File: src/rtl/lll_pkg.sv
// ---------------------------------------------------------------------------
// lll_pkg
// Shared constants, codes and types of the Lorentz linear layer.
// ---------------------------------------------------------------------------
`default_nettype none

package lll_pkg;

    localparam int MAX_IN_SIZE  = 64;
    localparam int MAX_OUT_SIZE = 32;

    localparam int POS_W  = (MAX_IN_SIZE > 1) ? $clog2(MAX_IN_SIZE) : 1;
    localparam int ROW_W  = (MAX_OUT_SIZE > 1) ? $clog2(MAX_OUT_SIZE) : 1;
    localparam int NOUT_W = $clog2(MAX_OUT_SIZE + 1);

    localparam int VAL_W  = 16;
    localparam int PROD_W = 32;
    localparam int ACC_W  = 40;
    localparam int SP_W   = 27;   // rounded row value plus bias
    localparam int OUT_W  = 24;
    localparam int SQ_W   = 2 * SP_W;
    localparam int RAD_W  = 60;
    localparam int ROOT_STEPS = RAD_W / 2;
    localparam int ITER_W = $clog2(ROOT_STEPS);

    localparam logic [1:0] REQ_ELEM   = 2'd0;
    localparam logic [1:0] REQ_WEIGHT = 2'd1;
    localparam logic [1:0] REQ_BIAS   = 2'd2;

    localparam logic [2:0] CFG_IN_SIZE   = 3'd0;
    localparam logic [2:0] CFG_OUT_SIZE  = 3'd1;
    localparam logic [2:0] CFG_INV_CURV  = 3'd2;
    localparam logic [2:0] CFG_BIAS_EN   = 3'd3;

    localparam logic [5:0] OUT_IDX_TIME = 6'd0;

    localparam logic signed [OUT_W-1:0] OUT_MAX = 24'sd8388607;
    localparam logic signed [OUT_W-1:0] OUT_MIN = -24'sd8388608;

    typedef enum logic [3:0] {
        S_IDLE,
        S_MUL,
        S_ACC,
        S_LOAD,
        S_SUM,
        S_TAIL,
        S_ROOT,
        S_TIME,
        S_EMIT
    } t_state;

    typedef struct packed {
        logic mul;
        logic acc;
        logic load;
        logic shift;
        logic bias_en;
    } t_cell_ctl;

endpackage

`default_nettype wire

File: src/rtl/lll_ram.sv
// ---------------------------------------------------------------------------
// lll_ram
// Generic single-write, single-read RAM with registered read data.
// ---------------------------------------------------------------------------
`default_nettype none

module lll_ram #(
    parameter int WIDTH = 16,
    parameter int DEPTH = 64
) (
    input  wire logic                     i_clk,
    input  wire logic                     i_we,
    input  wire logic [$clog2(DEPTH)-1:0] i_waddr,
    input  wire logic [WIDTH-1:0]         i_wdata,
    input  wire logic [$clog2(DEPTH)-1:0] i_raddr,
    output logic      [WIDTH-1:0]         o_rdata
);

    logic [WIDTH-1:0] r_mem [DEPTH];

    always_ff @(posedge i_clk) begin
        if (i_we) begin
            r_mem[i_waddr] <= i_wdata;
        end
        o_rdata <= r_mem[i_raddr];
    end

endmodule

`default_nettype wire

File: src/rtl/lll_cell.sv
// ---------------------------------------------------------------------------
// lll_cell
// One output row: weight column memory, multiply-accumulate, bias, and a
// value stage that shifts towards the head of the chain.
// ---------------------------------------------------------------------------
`default_nettype none

module lll_cell (
    input  wire logic                                   i_clk,
    input  wire logic                                   i_rst_n,
    input  wire lll_pkg::t_cell_ctl                     i_ctl,
    input  wire logic                                   i_active,
    input  wire logic                                   i_wrap,
    input  wire logic                                   i_w_we,
    input  wire logic [lll_pkg::POS_W-1:0]              i_w_addr,
    input  wire logic [lll_pkg::VAL_W-1:0]              i_w_data,
    input  wire logic                                   i_b_we,
    input  wire logic [lll_pkg::POS_W-1:0]              i_r_addr,
    input  wire logic signed [lll_pkg::VAL_W-1:0]       i_x,
    input  wire logic signed [lll_pkg::SP_W-1:0]        i_next_s,
    input  wire logic signed [lll_pkg::SP_W-1:0]        i_first_s,
    output logic signed [lll_pkg::SP_W-1:0]             o_s
);
    import lll_pkg::*;

    logic        [VAL_W-1:0]  w_rdata;
    logic signed [PROD_W-1:0] r_prod;
    logic signed [ACC_W-1:0]  r_acc;
    logic signed [VAL_W-1:0]  r_bias;
    logic signed [SP_W-1:0]   r_s;
    logic signed [ACC_W-1:0]  w_biased;
    logic signed [SP_W-1:0]   w_round;
    logic signed [SP_W-1:0]   w_bias_add;

    lll_ram #(.WIDTH(VAL_W), .DEPTH(MAX_IN_SIZE)) u_wram (
        .i_clk  (i_clk),
        .i_we   (i_w_we),
        .i_waddr(i_w_addr),
        .i_wdata(i_w_data),
        .i_raddr(i_r_addr),
        .o_rdata(w_rdata)
    );

    // round half up from q.26 to q.12
    assign w_biased   = r_acc + ACC_W'(8192);
    assign w_round    = SP_W'(w_biased >>> 14);
    assign w_bias_add = i_ctl.bias_en ? SP_W'(r_bias) : '0;

    always_ff @(posedge i_clk) begin
        if (i_b_we) begin
            r_bias <= i_w_data;
        end
        if (i_ctl.mul) begin
            r_prod <= $signed(w_rdata) * i_x;
        end
        if (i_ctl.load) begin
            r_s <= w_round + w_bias_add;
        end else if (i_ctl.shift) begin
            r_s <= i_wrap ? i_first_s : i_next_s;
        end
    end

    always_ff @(posedge i_clk) begin
        if (!i_rst_n) begin
            r_acc <= '0;
        end else if (i_ctl.load) begin
            r_acc <= '0;
        end else if (i_ctl.acc && i_active) begin
            r_acc <= r_acc + ACC_W'(r_prod);
        end
    end

    assign o_s = r_s;

endmodule

`default_nettype wire

File: config.mk
export PLATFORM = sky130hd
export DESIGN_NAME = lll_cell
export DESIGN_NICKNAME = d
export VERILOG_FILES = /design/src/rtl/lll_pkg.sv /design/src/rtl/lll_ram.sv /design/src/rtl/lll_cell.sv
export SDC_FILE = /design/constraint.sdc
export NUM_CORES = 2
export LEC_CHECK = 0
export ABC_AREA = 1
export BUFFER_PORTS_ARGS = -buffer_cell sky130_fd_sc_hd__buf_2
export CAP_MARGIN = 0
export CORE_MARGIN = 2
export CORE_UTILIZATION = 55
export CTS_CLUSTER_DIAMETER = 200
export DETAILED_ROUTE_END_ITERATION = 10
export GPL_TIMING_DRIVEN = 0
export PLACE_DENSITY = 0.71
export SLEW_MARGIN = 20
export SYNTH_ARGS = -nofsm -noshare
export SYNTH_HDL_FRONTEND = slang
export SYNTH_SLANG_ARGS = --single-unit
File: constraint.sdc
create_clock -name i_clk -period 6.5 [get_ports i_clk]
set_input_delay 0.325 -clock i_clk [delete_from_list [all_inputs] [get_ports i_clk]]
set_output_delay 0.325 -clock i_clk [all_outputs]
set_load 0.03 [all_outputs]
==> flow_summary.toml <==
[logic_synthesis]
yosysTopAreaCell = "edfxtp_1"
synthArstFlopShare_pct = 0
synth_edf_count = 1099
synth_area_leaders = "edfxtp_1 55%, fa_1 8.8%, o21ai_0 5.9%, nor2_1 5.4%, nand2_1 5.4%"
synth.distinct_cells = 47
synth_top_area_share_pct = 54.7
synthMuxAreaShare_pct = 0
synth_xor_area_share_pct = 1.12
syn_area_sq_mm = 0.0603
synth_nets = 6355
yosysMostFrequentCell = "edfxtp_1"
avgSynthCellArea_sq_um = 10.3
synth_compound_area_share_pct = 11.5
synth.top_cells.by_count = "1,099 x edfxtp_1, 868 x nor2_1, 861 x nand2_1"
synthAdderAreaFrac_pct = 11.8
ys_seq_elements = 1155
synth_ff_type = "edfxtp_1"
synth-warning-count = 0
synth_cells = 5834
synth_top_family_by_area = "simple AND/OR/NAND/NOR gates"
yosys.area_share.simple_pct = 12.8
ys_seq_area_share_pct = 56.6

[worst_setup_path]
max_stage_delay_ns = 0.53
cp-start-kind = "flop"
path_cells = "clkbuf_1 > clkbuf_4 > nand2_1 > fa_1 > inv_1 > fa_1 > inv_1 > fa_1 > inv_1 > fa_1 > fa_1 > inv_1 > fa_1 > inv_1 > ha_1 > nand2_1 > nor2_1 > nand4_1 > o21ai_1 > nand2_1 > inv_1 > nor2_1 > and2_1 > nor2_1"
worst-path-stages = 24
cp.required_ns = 7.04
worstPathMaxFanout = 10
end_kind = "flop"
critPathArrivalTime_ns = 6.80
reg2reg_depth = 24
crit_type = "flop to flop"
worst-path-buf-inv = 8
cp_top_family = "adder cells"
slowest_stage = "fa_1"

[timing]
worst_pin_slew_ns = 1.28
period_needed_ns = 6.26
fin_ws_ns = 0.238
fin_worst_skew_ns = 0.0975
setup_viol = 0
drv_slew = 0
fmax_mhz = 160
hold_viol = 0
slew_headroom_pct = 14.9
rsz0062_at_grt = "no"
fin_crit_sh_pct = 96.3

[floorplanning]
die_y_microns = 335
rows = 121
die_w_microns = 335
die-area_sq_mm = 0.112
initial_utilization_pct = 55.4
core-area_sq_mm = 0.109
io_pins = 136

[routing]
via_per_inst = 6.05
drcViolationCount = 0
drt_iter0_markers = 6096
post_drt_wl_per_cell_microns = 26.3
vias = 46400
dr.pass1.iters = 8
postRouteAntennaNets = 0
wl_microns = 201000

[cells_and_area]
stdcell_count = 7665
drive_above_1_share_pct = 8.31
fill_cells = 8738
finish.net_count = 6677
synthToLayoutAreaGrowth_pct = 13.0
fin_area_sq_mm = 0.0682

[global_routing]
grt_max_degree = 66
grt_use_total_pct = 35.7
grt_pass1_wl_microns = 291000
first_global_vias = 44900
gr-total-overflow = 0
grt_antenna_before_repair = 12

[status]
status = "complete, no violations"

[cts]
clkSinkCount = 1155
clk_latency_ns = 0.76
cts_made_buffers = 113
clkSlewWorstSetupHoldPaths_ns = 0.07
max-clock-path-buffers = 3
htree_num_levels = 3
cts_tree = "built"
post_cts_buffers = 0
cts-root-buf = "clkbuf_16"

[placement]
gp_congestion = 1.07
hpwl_microns = 143000
dpl-instance-area_sq_mm = 0.0640
pre_cts_ws_ns = -0.303
dp.cells = 7426
io_buffer_count = 110

[min_path]
hold_depth = 3
hold_path_class = "input port to flop"

[power]
power_density_mw_per_mm2 = 503
ir_drop_mv = 1.18
p_leak_nw = 27.1

[run]
drv_cap = 0
==> through the flow <==
stage / total power [mW] / TNS [ns] / hold WS (ns) / util (%)
global placement: 27.5 / -1.14 / 0.456 / 57.5
detailed placement: 27.6 / -1.45 / 0.463 / 58.8
finish: 34.3 / 0 / 0.0356 / 62.6
CTS: 34.3 / 0 / 0.000189 / 62.6
global route: 36.6 / 0 / 0.0366 / 62.6
floorplan: 21.9 / 0 / 0.424 / -
==> layer usage <==
metal	vias to the layer above	track usage (%)	routed length, microns
li1	20500	-	-
met1	22500	46.0	74500
met2	2713	56.3	92000
met3	645	7.49	21100
met4	12	20.4	13600
met5	-	0	77
==> worst reg2reg max path, stage by stage, from the launching register on <==
cell	delay (ns)
dfxtp_1	0.36
clkbuf_1	0.37
clkbuf_4	0.37
nand2_1	0.12
fa_1	0.53
inv_1	0.05
fa_1	0.50
inv_1	0.05
fa_1	0.53
inv_1	0.06
fa_1	0.45
fa_1	0.51
inv_1	0.07
fa_1	0.52
inv_1	0.05
ha_1	0.38
nand2_1	0.10
nor2_1	0.15
nand4_1	0.10
o21ai_1	0.34
nand2_1	0.09
inv_1	0.06
nor2_1	0.05
and2_1	0.16
nor2_1	0.18
==> flip-flops by register name, indices dropped and copies added, names as in the netlist <==
name            cells
r_bias             16
u_wram.o_rdata     16
r_prod             32
o_s                27
u_wram.r_mem     1024
r_acc              40
==> layout make-up <==
| class | instances | area (sq um) | share of cell area [%] |
|---|---|---|---|
| diodes | 3 | 7.51 | 0.0110 |
| plain buffers | 298 | 1270 | 1.87 |
| clock buffers | 143 | 3000 | 4.40 |
| clock inverters | 64 | 768 | 1.13 |
| inverters | 658 | 2470 | 3.63 |
| multi-input cells | 3717 | 22800 | 33.5 |
| flip-flops and latches | 1155 | 34100 | 50.1 |
| well taps | 1414 | 1770 | 2.60 |
| repair buffers | 213 | 1900 | 2.79 |
==> repair_timing <==
action,in CTS,in global routing
hold buffers,35,0
endpoints found under the setup margin,5,10
gates resized for setup,11,17
endpoints found under the hold margin,48,0
==> placed cells by master, fill, tap and decap left out, types with 10 or more instances in the layout <==
master,instances
fa_1,263
buf_4,41
inv_1,652
dfxtp_1,55
nand3_1,112
edfxtp_1,1099
nor2_2,23
nor2_1,812
o21ai_1,59
nand4_1,37
dlygate4sd3_1,35
clkinv_1,25
nand2_1,861
bufinv_16,14
o22ai_1,253
o21bai_1,15
o211ai_1,13
clkinv_2,15
nor3_1,15
clkbuf_2,14
buf_6,10
clkbuf_1,233
clkbuf_16,114
a21oi_1,207
nor2_4,39
buf_8,13
buf_2,163
xor2_1,56
buf_16,15
xnor2_1,21
o21ai_0,708
ha_1,148
o221ai_1,10
==> report_power, final <==
part           switching (mW)  leakage [nW]  internal (mW)
combinational            11.8          14.8           6.49
sequential              0.150          10.4           9.15
clock                    2.89          1.82           3.83
total                    14.8          27.1           19.5
==> worst paths after layout <==
check             slack (ns)          to               from
hold / removal          0.04      o_s[7]       i_first_s[7]
setup / recovery        0.24  r_prod[31]  u_wram.o_rdata[6]
hold reg to reg         0.47    r_acc[0]           r_acc[0]
setup reg to reg        0.24  r_prod[31]  u_wram.o_rdata[6]
==> logic make-up (layout without fill, tap and decap cells) <==
family / count (synthesis) / count (layout)
simple gates: 1940 / 1940
compound gates: 1288 / 1288
flops: 1155 / 1155
buf+inv: 962 / 1376
fa+ha+maj: 412 / 412
xor+xnor: 77 / 77
other cells: 0 / 3
Note: power is estimated with default switching activity, not from simulation.
